### src/sv/cdfil_pkg.sv
// Shared constants, types and lifting arithmetic for the inverse CDF 5/3 row block.
package cdfil_pkg;

  localparam int SAMPLE_WIDTH   = 16;
  localparam int MAX_HALF_WIDTH = 2048;
  localparam int MAX_ROWS       = 4096;

  localparam int FIELD_W    = 16;
  localparam int HW_REG_W   = 12;
  localparam int RC_REG_W   = 13;
  localparam int CFG_DATA_W = 13;
  localparam int CFG_IDX_W  = 2;

  localparam int COL_W = $clog2(MAX_HALF_WIDTH + 2);
  localparam int ROW_W = (MAX_ROWS > 1) ? $clog2(MAX_ROWS) : 1;

  localparam int FIFO_DEPTH = 4;
  localparam int FIFO_AW    = $clog2(FIFO_DEPTH);

  localparam logic [CFG_IDX_W-1:0] REG_HALF_WIDTH = CFG_IDX_W'(0);
  localparam logic [CFG_IDX_W-1:0] REG_EXTRA_LOW  = CFG_IDX_W'(1);
  localparam logic [CFG_IDX_W-1:0] REG_ROW_COUNT  = CFG_IDX_W'(2);

  typedef logic signed [SAMPLE_WIDTH-1:0] smp_t;

  typedef struct packed {
    logic [HW_REG_W-1:0] half_width;
    logic                extra_low;
    logic [RC_REG_W-1:0] row_count;
  } cfg_t;

  // One column's work for the back end
  typedef struct packed {
    smp_t prev_even;
    smp_t prev_high;
    smp_t even;
    smp_t high;
    logic has_prev;
    logic final_col;
    logic extra_low;
    logic last_row;
  } cmd_t;

  function automatic smp_t even_of(smp_t lo, smp_t hl, smp_t h);
    smp_t                       s;
    logic signed [SAMPLE_WIDTH:0] t;
    s = hl + h;
    // bias negative sums so the shift truncates toward zero
    t = $signed({s[SAMPLE_WIDTH-1], s}) + $signed((SAMPLE_WIDTH+1)'(s[SAMPLE_WIDTH-1] ? 3 : 0));
    return lo - SAMPLE_WIDTH'(t >>> 2);
  endfunction

  function automatic smp_t odd_of(smp_t h, smp_t e, smp_t en);
    smp_t                       s;
    logic signed [SAMPLE_WIDTH:0] t;
    s = e + en;
    t = $signed({s[SAMPLE_WIDTH-1], s}) + $signed((SAMPLE_WIDTH+1)'(s[SAMPLE_WIDTH-1] ? 1 : 0));
    return h + SAMPLE_WIDTH'(t >>> 1);
  endfunction

endpackage

### src/sv/cdfil_front.sv
// Front end: accepts column coefficients, tracks position in the row and computes the even sample.
module cdfil_front (
  input  logic                   clk_i,
  input  logic                   rst_ni,
  input  cdfil_pkg::cfg_t        cfg_i,
  input  logic                   s_axis_tvalid,
  output logic                   s_axis_tready,
  input  logic [31:0]            s_axis_tdata,   // low_sample[15:0], high_sample[31:16]
  input  logic                   full_i,
  output logic                   push_o,
  output cdfil_pkg::cmd_t        cmd_o
);

  localparam int SW = cdfil_pkg::SAMPLE_WIDTH;
  localparam int CW = cdfil_pkg::COL_W;
  localparam int RW = cdfil_pkg::ROW_W;

  cdfil_pkg::smp_t prev_high_q, prev_high_d;
  cdfil_pkg::smp_t prev_even_q, prev_even_d;
  logic [CW-1:0]   col_q, col_d;
  logic [RW-1:0]   row_q, row_d;

  logic [CW-1:0]   hw_eff;
  logic [CW-1:0]   ncols;
  logic [CW-1:0]   col;
  logic [RW:0]     rows_eff;
  logic [RW:0]     row_next;
  logic            final_col;
  logic            accept;
  cdfil_pkg::smp_t lo, hi, hl, ev;

  assign s_axis_tready = !full_i;
  assign accept        = s_axis_tvalid && s_axis_tready;
  assign push_o        = accept;

  always_comb begin
    if (cfg_i.half_width < cdfil_pkg::HW_REG_W'(2)) begin
      hw_eff = CW'(2);
    end else if (int'(cfg_i.half_width) > cdfil_pkg::MAX_HALF_WIDTH) begin
      hw_eff = CW'(cdfil_pkg::MAX_HALF_WIDTH);
    end else begin
      hw_eff = CW'(cfg_i.half_width);
    end
    if (cfg_i.row_count == '0) begin
      rows_eff = (RW+1)'(1);
    end else if (int'(cfg_i.row_count) > cdfil_pkg::MAX_ROWS) begin
      rows_eff = (RW+1)'(cdfil_pkg::MAX_ROWS);
    end else begin
      rows_eff = (RW+1)'(cfg_i.row_count);
    end
    ncols = hw_eff + CW'(cfg_i.extra_low);
    // saturate a stale index to the row's final item
    col       = (col_q > ncols - CW'(1)) ? ncols - CW'(1) : col_q;
    final_col = (col == ncols - CW'(1));
    row_next  = (RW+1)'(row_q) + (RW+1)'(1);

    lo = SW'($signed(s_axis_tdata[15:0]));
    hi = SW'($signed(s_axis_tdata[31:16]));
    if (cfg_i.extra_low && (col == hw_eff)) begin
      hi = '0;
    end
    hl = (col == '0) ? '0 : prev_high_q;
    ev = cdfil_pkg::even_of(lo, hl, hi);

    cmd_o.prev_even = prev_even_q;
    cmd_o.prev_high = prev_high_q;
    cmd_o.even      = ev;
    cmd_o.high      = hi;
    cmd_o.has_prev  = (col != '0);
    cmd_o.final_col = final_col;
    cmd_o.extra_low = cfg_i.extra_low;
    cmd_o.last_row  = (row_next >= rows_eff);

    prev_high_d = prev_high_q;
    prev_even_d = prev_even_q;
    col_d       = col_q;
    row_d       = row_q;
    if (accept) begin
      prev_high_d = hi;
      prev_even_d = ev;
      if (final_col) begin
        col_d = '0;
        row_d = (row_next >= rows_eff) ? '0 : row_next[RW-1:0];
      end else begin
        col_d = col + CW'(1);
      end
    end
  end

  always_ff @(posedge clk_i or negedge rst_ni) begin
    if (!rst_ni) begin
      prev_high_q <= '0;
      prev_even_q <= '0;
      col_q       <= '0;
      row_q       <= '0;
    end else begin
      prev_high_q <= prev_high_d;
      prev_even_q <= prev_even_d;
      col_q       <= col_d;
      row_q       <= row_d;
    end
  end

  a_final_wraps_col: assert property (@(posedge clk_i) disable iff (!rst_ni)
    (accept && final_col) |=> (col_q == '0))
    else $error("column index not cleared after final item");

endmodule

### src/sv/cdfil_fifo.sv
// Short command queue between the front and back ends.
module cdfil_fifo (
  input  logic            clk_i,
  input  logic            rst_ni,
  input  logic            push_i,
  input  cdfil_pkg::cmd_t cmd_i,
  output logic            full_o,
  input  logic            pop_i,
  output logic            valid_o,
  output cdfil_pkg::cmd_t cmd_o
);

  localparam int AW = cdfil_pkg::FIFO_AW;
  localparam int D  = cdfil_pkg::FIFO_DEPTH;

  cdfil_pkg::cmd_t mem_q [D];
  logic [AW-1:0]   wr_q, wr_d;
  logic [AW-1:0]   rd_q, rd_d;
  logic [AW:0]     cnt_q, cnt_d;

  assign full_o  = (cnt_q == (AW+1)'(D));
  assign valid_o = (cnt_q != '0);
  assign cmd_o   = mem_q[rd_q];

  always_comb begin
    wr_d  = push_i ? wr_q + AW'(1) : wr_q;
    rd_d  = pop_i ? rd_q + AW'(1) : rd_q;
    cnt_d = cnt_q + (AW+1)'(push_i) - (AW+1)'(pop_i);
  end

  always_ff @(posedge clk_i) begin
    if (push_i) begin
      mem_q[wr_q] <= cmd_i;
    end
  end

  always_ff @(posedge clk_i or negedge rst_ni) begin
    if (!rst_ni) begin
      wr_q  <= '0;
      rd_q  <= '0;
      cnt_q <= '0;
    end else begin
      wr_q  <= wr_d;
      rd_q  <= rd_d;
      cnt_q <= cnt_d;
    end
  end

  a_no_overrun: assert property (@(posedge clk_i) disable iff (!rst_ni)
    !(push_i && full_o) && !(pop_i && !valid_o))
    else $error("command queue overrun or underrun");

endmodule

### src/sv/cdfil_back.sv
// Back end: walks each command's slots; one sample per cycle unless stalled.
module cdfil_back (
  input  logic                 clk_i,
  input  logic                 rst_ni,
  input  logic                 cmd_valid_i,
  input  cdfil_pkg::cmd_t      cmd_i,
  output logic                 pop_o,
  output logic                 m_axis_tvalid,
  input  logic                 m_axis_tready,
  output logic [15:0]          m_axis_tdata,   // sample[15:0]
  output logic                 m_axis_tlast,   // last_of_row
  output logic                 m_axis_tuser    // last_of_image
);

  localparam logic [1:0] SLOT_PREV_EVEN = 2'd0;
  localparam logic [1:0] SLOT_PREV_ODD  = 2'd1;
  localparam logic [1:0] SLOT_EVEN      = 2'd2;
  localparam logic [1:0] SLOT_MIRROR    = 2'd3;

  logic [1:0]      step_q, step_d;
  logic [1:0]      slot;
  logic            emit, last, row_end, load, advance;
  cdfil_pkg::smp_t value;

  logic            ovalid_q, ovalid_d;
  logic [15:0]     data_q, data_d;
  logic            tlast_q, tlast_d;
  logic            tuser_q, tuser_d;

  always_comb begin
    // skip the previous-column slots on a row's first column
    slot = (step_q == SLOT_PREV_EVEN && !cmd_i.has_prev) ? SLOT_EVEN : step_q;
    emit = !slot[1] || cmd_i.final_col;
    row_end = (slot == SLOT_EVEN && cmd_i.extra_low) || (slot == SLOT_MIRROR);
    last = (slot == SLOT_PREV_ODD && !cmd_i.final_col) || row_end;

    case (slot)
      SLOT_PREV_EVEN: value = cmd_i.prev_even;
      SLOT_PREV_ODD:  value = cdfil_pkg::odd_of(cmd_i.prev_high, cmd_i.prev_even, cmd_i.even);
      SLOT_EVEN:      value = cmd_i.even;
      SLOT_MIRROR:    value = cdfil_pkg::odd_of(cmd_i.high, cmd_i.even, cmd_i.even);
      default:        value = cmd_i.even;
    endcase

    load    = cmd_valid_i && emit && (!ovalid_q || m_axis_tready);
    advance = cmd_valid_i && (!emit || load);
    pop_o   = advance && (last || !emit);

    step_d = step_q;
    if (pop_o) begin
      step_d = SLOT_PREV_EVEN;
    end else if (advance) begin
      step_d = slot + 2'd1;
    end

    ovalid_d = ovalid_q;
    data_d   = data_q;
    tlast_d  = tlast_q;
    tuser_d  = tuser_q;
    if (load) begin
      ovalid_d = 1'b1;
      data_d   = value[15:0];
      tlast_d  = row_end;
      tuser_d  = row_end && cmd_i.last_row;
    end else if (m_axis_tready) begin
      ovalid_d = 1'b0;
    end
  end

  always_ff @(posedge clk_i or negedge rst_ni) begin
    if (!rst_ni) begin
      step_q   <= SLOT_PREV_EVEN;
      ovalid_q <= 1'b0;
    end else begin
      step_q   <= step_d;
      ovalid_q <= ovalid_d;
    end
  end

  always_ff @(posedge clk_i) begin
    data_q  <= data_d;
    tlast_q <= tlast_d;
    tuser_q <= tuser_d;
  end

  assign m_axis_tvalid = ovalid_q;
  assign m_axis_tdata  = data_q;
  assign m_axis_tlast  = tlast_q;
  assign m_axis_tuser  = tuser_q;

  a_image_end_is_row_end: assert property (@(posedge clk_i) disable iff (!rst_ni)
    (m_axis_tvalid && m_axis_tuser) |-> m_axis_tlast)
    else $error("image end without row end");

  a_pop_needs_cmd: assert property (@(posedge clk_i) disable iff (!rst_ni)
    pop_o |-> cmd_valid_i)
    else $error("pop without a queued command");

  a_step_restarts: assert property (@(posedge clk_i) disable iff (!rst_ni)
    pop_o |=> (step_q == SLOT_PREV_EVEN))
    else $error("slot counter not restarted after a command");

endmodule

### src/sv/cdf53_inverse_row_lifting.sv
// Inverse CDF 5/3 row lifting: configuration registers, front end, command queue, back end.
// A column's samples start once the next column is accepted; that request passes through the
// command queue and the output register before its first sample is on m_axis.
// Throughput: a request per cycle while the four-entry queue has room; the output register
// drains one sample per cycle while m_axis_tready is high. A column's command yields two
// samples, a row's final column's up to four and a row's first column's none. Reset clears
// all row state and loads the registers with half_width 8, extra_low 0, row_count 1.
module cdf53_inverse_row_lifting (
  input  logic                            clk_i,
  input  logic                            rst_ni,
  input  logic                            cfg_we_i,
  input  logic [cdfil_pkg::CFG_IDX_W-1:0]  cfg_index_i,
  input  logic [cdfil_pkg::CFG_DATA_W-1:0] cfg_data_i,
  input  logic                            s_axis_tvalid,
  output logic                            s_axis_tready,
  input  logic [31:0]                     s_axis_tdata,   // low_sample[15:0], high_sample[31:16]
  output logic                            m_axis_tvalid,
  input  logic                            m_axis_tready,
  output logic [15:0]                     m_axis_tdata,   // sample[15:0]
  output logic                            m_axis_tlast,   // last_of_row
  output logic                            m_axis_tuser    // last_of_image
);

  cdfil_pkg::cfg_t cfg_q, cfg_d;
  cdfil_pkg::cmd_t push_cmd, head_cmd;
  logic            push, full, pop, head_valid;

  always_comb begin
    cfg_d = cfg_q;
    if (cfg_we_i) begin
      case (cfg_index_i)
        cdfil_pkg::REG_HALF_WIDTH: cfg_d.half_width = cfg_data_i[cdfil_pkg::HW_REG_W-1:0];
        cdfil_pkg::REG_EXTRA_LOW:  cfg_d.extra_low  = cfg_data_i[0];
        cdfil_pkg::REG_ROW_COUNT:  cfg_d.row_count  = cfg_data_i[cdfil_pkg::RC_REG_W-1:0];
        default:                   cfg_d = cfg_q;
      endcase
    end
  end

  always_ff @(posedge clk_i or negedge rst_ni) begin
    if (!rst_ni) begin
      cfg_q.half_width <= cdfil_pkg::HW_REG_W'(8);
      cfg_q.extra_low  <= 1'b0;
      cfg_q.row_count  <= cdfil_pkg::RC_REG_W'(1);
    end else begin
      cfg_q <= cfg_d;
    end
  end

  cdfil_front u_front (
    .clk_i         (clk_i),
    .rst_ni        (rst_ni),
    .cfg_i         (cfg_q),
    .s_axis_tvalid (s_axis_tvalid),
    .s_axis_tready (s_axis_tready),
    .s_axis_tdata  (s_axis_tdata),
    .full_i        (full),
    .push_o        (push),
    .cmd_o         (push_cmd)
  );

  cdfil_fifo u_fifo (
    .clk_i   (clk_i),
    .rst_ni  (rst_ni),
    .push_i  (push),
    .cmd_i   (push_cmd),
    .full_o  (full),
    .pop_i   (pop),
    .valid_o (head_valid),
    .cmd_o   (head_cmd)
  );

  cdfil_back u_back (
    .clk_i         (clk_i),
    .rst_ni        (rst_ni),
    .cmd_valid_i   (head_valid),
    .cmd_i         (head_cmd),
    .pop_o         (pop),
    .m_axis_tvalid (m_axis_tvalid),
    .m_axis_tready (m_axis_tready),
    .m_axis_tdata  (m_axis_tdata),
    .m_axis_tlast  (m_axis_tlast),
    .m_axis_tuser  (m_axis_tuser)
  );

endmodule
### config.mk
export PLATFORM = sky130hd
export DESIGN_NAME = cdf53_inverse_row_lifting
export DESIGN_NICKNAME = d
export VERILOG_FILES = /design/src/sv/cdfil_pkg.sv /design/src/sv/cdfil_front.sv /design/src/sv/cdfil_fifo.sv /design/src/sv/cdfil_back.sv /design/src/sv/cdf53_inverse_row_lifting.sv
export SDC_FILE = /design/constraint.sdc
export NUM_CORES = 1
export LEC_CHECK = 0
export BUFFER_PORTS_ARGS = -buffer_cell sky130_fd_sc_hd__buf_2
export CAP_MARGIN = 0
export CORE_UTILIZATION = 23
export DETAILED_ROUTE_END_ITERATION = 16
export GPL_TIMING_DRIVEN = 0
export HOLD_SLACK_MARGIN = 0.03
export PLACE_DENSITY = 0.34
export SLEW_MARGIN = 20
export SYNTH_ARGS = -nofsm -noshare
export SYNTH_HDL_FRONTEND = slang
export SYNTH_SLANG_ARGS = --single-unit
### constraint.sdc
create_clock -name clk_i -period 29.5 [get_ports clk_i]
set_input_delay 2.95 -clock clk_i [delete_from_list [all_inputs] [get_ports clk_i]]
set_output_delay 2.95 -clock clk_i [all_outputs]
set_load 0.05 [all_outputs]
* Word level (Yosys, flattened, before mapping)
Memory sizes are Yosys's and may differ from the RTL's.
Cells that the tools add are included.
W data, S select, Z words.
** Word-level totals
- Register bits after elaboration :: 110
- Bits in latches :: 0
- Bits in writable memories :: 272
- ROM bits :: 0
- Input port bits :: 52
- Output and inout bits :: 20
- Word-level logic and storage cells :: 102
- Memories :: 1
** Operators by class
- Add/sub/neg operators :: 18
- Multipliers :: 0
- Div/mod/pow operators :: 0
- Magnitude comparators :: 5
- Eq/ne operators :: 8
- Shift-type cells :: 0
- Mux-type cells :: 20
- Bitwise gates (word level) :: 0
- Reduce and logical (&&, ||, !) cells :: 35
** Memory list
- u_fifo.mem_q :: words 4, width 68, read ports 1, clocked after Yosys merged registers in 0, wr ports 1, RTL line cdfil_fifo.sv:16 : cdfil_pkg::cmd_t mem_q [D];
** Operators by type and width (count)
- $add A16 B16 Y16 :: 5
- $pmux W16 S4 :: 1
- $mux W12 :: 5
- $add A16 B2 Y17 :: 2
- $mux W16 :: 2
- $mux W13 :: 2
- $eq A12 B12 Y1 :: 2
- $add A16 B3 Y17 :: 1
- $sub A16 B15 Y16 :: 1
- $add A12 B1 Y13 const B :: 1
- $ge A13 B13 Y1 :: 1
- $gt A13 B13 Y1 const B :: 1
- $logic_not A13 Y1 :: 1
- $add A12 B1 Y12 :: 1
- $add A12 B1 Y12 const B :: 1
- $gt A12 B12 Y1 :: 1
- $gt A12 B12 Y1 const B :: 1
- $logic_not A12 Y1 :: 1
- $lt A12 B2 Y1 const B :: 1
- $reduce_bool A12 Y1 :: 1
- $sub A12 B1 Y12 const B :: 1
- $logic_and A1 B1 Y1 :: 10
- $mux W2 :: 4
- $reduce_and A2 Y1 :: 4
- other kinds (12) :: 35

* Longest topological paths before layout
- Depth in word-level cells :: 14
- Depth in mapped cells :: 54
- Depth with buffers taken out :: 49

* Hierarchy
Synthesis repeated with hierarchy kept, for this count alone.
** Second synthesis, totals
- Cell total of the unflattened synthesis :: 1708
- Area total of the unflattened synthesis :: 21529.4 µm²
** By module, submodules not included
- cdfil_fifo :: times used 1, cells each 390, area each 10279.9 µm², seq. area each 8343.0 µm²
- cdfil_front :: times used 1, cells each 799, area each 6605.1 µm², seq. area each 1401.3 µm²
- cdfil_back :: times used 1, cells each 462, area each 3627.2 µm², seq. area each 615.6 µm²
- cdf53_inverse_row_lifting :: times used 1, cells each 57, area each 1017.2 µm², seq. area each 653.1 µm²

* Worst setup path after synthesis
Ideal clock, no wire load.
- Kind :: register to register
- Start :: reg cfg_q[23] (netlist name)
- End :: reg u_front.prev_even_q[14]
- Library setup time :: 125 ps
- Arrival :: 10288 ps
- Data required time :: 29375 ps
- Slack :: 19087 ps
- Stages on the path, launching flop included :: 51
- Buffers on the path :: 5
- Clock period less this slack :: 10413 ps
- Cell sequence :: dfrtp_1 -> or4_1 -> buf_4 -> nor3_1 -> nor3_1 -> inv_1 -> ha_1 -> clkbuf_1 -> nand4_1 -> nor3_1 -> a211oi_1 -> nor2_1 -> inv_1 -> ha_1 -> nand4_1 -> a211oi_1 -> o31a_1 -> buf_2 -> [15 not listed] -> or3_1 -> buf_2 -> a31oi_1 -> a41o_1 -> ha_1 -> inv_1 -> fa_1 -> a21o_1 -> a21oi_1 -> o21bai_1 -> a21oi_1 -> o21ai_0 -> a21oi_1 -> o21ai_0 -> a311o_1 -> a31oi_1 -> xnor2_1 -> mux2_2
** RTL lines
- from (decl) :: RTL line cdf53_inverse_row_lifting.sv:24 : cdfil_pkg::cfg_t cfg_q, cfg_d;
- from (signal assigned) :: RTL line cdf53_inverse_row_lifting.sv:46 : cfg_q <= cfg_d;
- to (signal assigned) :: RTL line cdfil_front.sv:98 : prev_even_q <= prev_even_d;
- to (decl) :: RTL line cdfil_front.sv:19 : cdfil_pkg::smp_t prev_even_q, prev_even_d;

==> out/results.tsv <==
stage	metric	value	unit
sta	clock skew	0.0424	ns
finish	FF+latch area	11000	µm²
floorplan	die area	91900	µm²
sta	Least-Margin Pin Slew	1.13	ns
setup_path	CP endpoint	u_front.prev_even_q[14]	
setup_path	Worst R2R Path Depth	53	
floorplan	Starting Density	23.2	%
global_route	pin count of the biggest net entering global routing	52	
clock_network	H-Tree Depth	2	
place	Final HPWL DP	50200	µm
sta	endpoints failing hold	0	
sta	RSZ-0062 raised after global routing	no	
synth	count leader, synth	edfxtp_1	
finish	area grow syn2layout	16.5	%
drt	ANT nets after route	0	
setup_path	Critical Path RT	30.02	ns
clock_network	clock sink count	382	
sta	post-route minimum period	13.69	ns
drt	DRT Wirelength	66000	µm
synth	sequential area share after synthesis	52.8	%
synth	Cell Area, Synth	20800	µm²
sta	period utilization	46.4	%
sta	Final Setup Violations	0	
setup_path	worst setup path start	cfg_q[23]	
drt	wire per inst	22.0	µm
clock_network	CTS Buffer Depth	3	
floorplan	die span in x	303	µm
finish	final core occ	27.0	%
synth	Yosys reg bits	382	
flow_run	Max Cap Viol	0	
setup_path	Reg2Reg Setup Slack	15.81	ns
synth	Synth area leader	edfxtp_1	
clock_network	post-cts sizing count	0	
finish	fill cell count	9328	
clock_network	Root Buffer	clkbuf_16	
drt	1st-pass router iterations	5	
drt	number of remaining DRC errors	0	
global_route	gr usage total	14.6	%
synth	area share of the largest cell type after synthesis	41.8	%
global_route	number of global-route vias before repair	14510	
setup_path	r2r endpoint	u_front.prev_even_q[14]	
sta	Final Slew Violations	0	
synth	Ys Warns	0	
place	Port-buffer cells	71	
clock_network	clk slew on worst S/H paths	0.06	ns
setup_path	CP endpoint kind	flip-flop	
finish	footprint of the multi-input gates	9350	µm²
global_route	first-pass GRT wire length	98400	µm
synth	top cells by count, synth	290 x edfxtp_1, 129 x nand2_1, 115 x ha_1, 91 x nor2_1, 90 x dfrtp_1	
synth	Distinct cells, synth	94	
clock_network	number of hold buffers added after cts	0	
synth	Primary FF master, synth	edfxtp_1	
setup_path	CP Launch Type	flip-flop	
synth	top cells by area, synth	edfxtp_1 42%, dfrtp_1 11%, mux4_2 7.3%	
setup_path	critical path class	flip-flop to flip-flop	
global_route	antenna violations before repair	1	
setup_path	Worst Path Max Fanout	10	
global_route	GRT overflow	0	
run_status	status	complete, no violations	
clock_network	worst skew pair latency	0.59	ns
sta	Fmax	0.0730	GHz
floorplan	number of I/O pins	72	
floorplan	chip height	303	µm
synth	total nets after synthesis	1840	
sta	headroom to the max-slew limit	24.0	%
clock_network	TritonCTS clock tree	built	
sta	Sum Neg Setup Slack	0	ns
synth	Post-synth EDFFs	290	
setup_path	CP max stage delay	0.67	ns
clock_network	setup bufs post-CTS	0	
floorplan	Core ar.	89900	µm²
drt	Via density	4.65	
finish	layout net count	1966	
drt	DRT iter0 DRCs	850	
sta	Fin Hold WS	0.488	ns
drt	vias post-DR	13958	
setup_path	worst path arrival time	14.21	ns
synth	Synth Instances	1667	
synth	ys async rst share	24.1	%
setup_path	slowest CP cell	o31ai_2	
worst_hold_path	Hold Path Class	flip-flop to flip-flop	
setup_path	FF-to-FF Start	cfg_q[23]	
floorplan	Rows	110	
finish	fraction of layout cells with a size suffix above 1	16.5	%
clock_network	TritonCTS Buffers	46	
place	gpl congestion	0.832	
synth	Syn Area/Cell	12.5	µm²
worst min-delay path by stage:
stage	start	endpoint	slack, ns	cells past startpoint
after global routing	u_fifo.cnt_q[2]	u_fifo.cnt_q[2]	0.53	1
after global placement	u_back.step_q[1]	u_back.step_q[1]	0.48	2
after CTS	u_front.prev_even_q[5]	u_fifo.mem_q[0][57]	0.48	0
final	u_back.step_q[1]	u_back.step_q[1]	0.49	2
after detailed placement	u_back.step_q[1]	u_back.step_q[1]	0.48	2
after floorplan	u_back.step_q[1]	u_back.step_q[1]	0.45	2
kinds of logic (layout without fill, tap and decap cells):
kind of cell / after synthesis / count (layout) / share of synthesized area, %
buffers and inverters: 131 / 289 / 2.45
multiplexers: 118 / 118 / 10.1
other: 0 / 3 / 0
AND/OR/NAND/NOR: 463 / 463 / 11.3
AO/OA/AOI/OAI: 340 / 340 / 11.1
flip-flops: 382 / 382 / 52.8
XOR/XNOR: 112 / 112 / 4.70
adder cells (fa/ha/maj): 121 / 121 / 7.48
layout make-up:
cell class | count | share of cell area (%)
clock inverters | 16 | 0.623
inverters | 71 | 1.10
diodes | 3 | 0.0309
well taps | 1176 | 6.06
clock buffers | 64 | 5.18
plain buffers | 60 | 1.03
flip-flops and latches | 382 | 45.3
repair buffers | 78 | 2.17
multi-input cells | 1154 | 38.5
critical path, delay by kind of cell (launching register included):
family / cells / cell delay [ns]
AOI/OAI and AO/OA: 22 / 5.22
xor gates and xnor gates: 1 / 0.42
adders and majority gates: 6 / 1.61
buffers and inverters: 11 / 2.40
DFF: 1 / 0.45
muxes: 1 / 0.29
and+or+nand+nor: 12 / 3.22
per-stage QoR:
| stage | worst slack (ns) | instances | cell area (µm²) |
|---|---|---|---|
| 3_3_place_gp | 15.64 | 2914 | 22700 |
| 6_report | 15.81 | 3004 | 24300 |
| 4_1_cts | 15.58 | 3001 | 24300 |
| 3_5_place_dp | 15.65 | 2921 | 22900 |
| 2_1_floorplan | 19.09 | 1667 | 20900 |
| 5_1_grt | 14.55 | 3001 | 24300 |
sequential cells by signal (all words and copies together) (netlist names):
signal and count:
u_fifo.mem_q 272, u_front.prev_high_q 16, u_back.m_axis_tvalid 1, u_back.step_q 2
u_fifo.cnt_q 3, u_back.m_axis_tdata 16, cfg_q 26, u_fifo.wr_q 2
u_front.col_q 12, u_fifo.rd_q 2, u_back.m_axis_tuser 1, u_front.prev_even_q 16
u_back.m_axis_tlast 1, u_front.row_q 12
placed cells by master, fill, tap and decap left out, drive strengths merged, types with 32 or more instances in the layout:
cell / instances
o21ai: 71
nand2: 129
nand3: 32
xnor2: 72
xor2: 40
inv: 72
nor3: 37
dfrtp: 90
edfxtp: 290
buf: 95
mux4: 68
a21oi: 75
ha: 115
mux2: 40
clkbuf: 107
nor2: 92
layer usage:
metal / vias to the layer above / share of wire (%) / global-route usage, %
met4: 0 / 1.9 / 3.22
met2: 214 / 47 / 23.9
met3: 73 / 3.2 / 1.96
met1: 7053 / 48 / 20.3
li1: 6618 / - / -
met5: - / 0 / 0
Power is left out: the tool's default activity adds up to more than one toggle a clock period on the data nets, which glitch-free logic cannot reach.
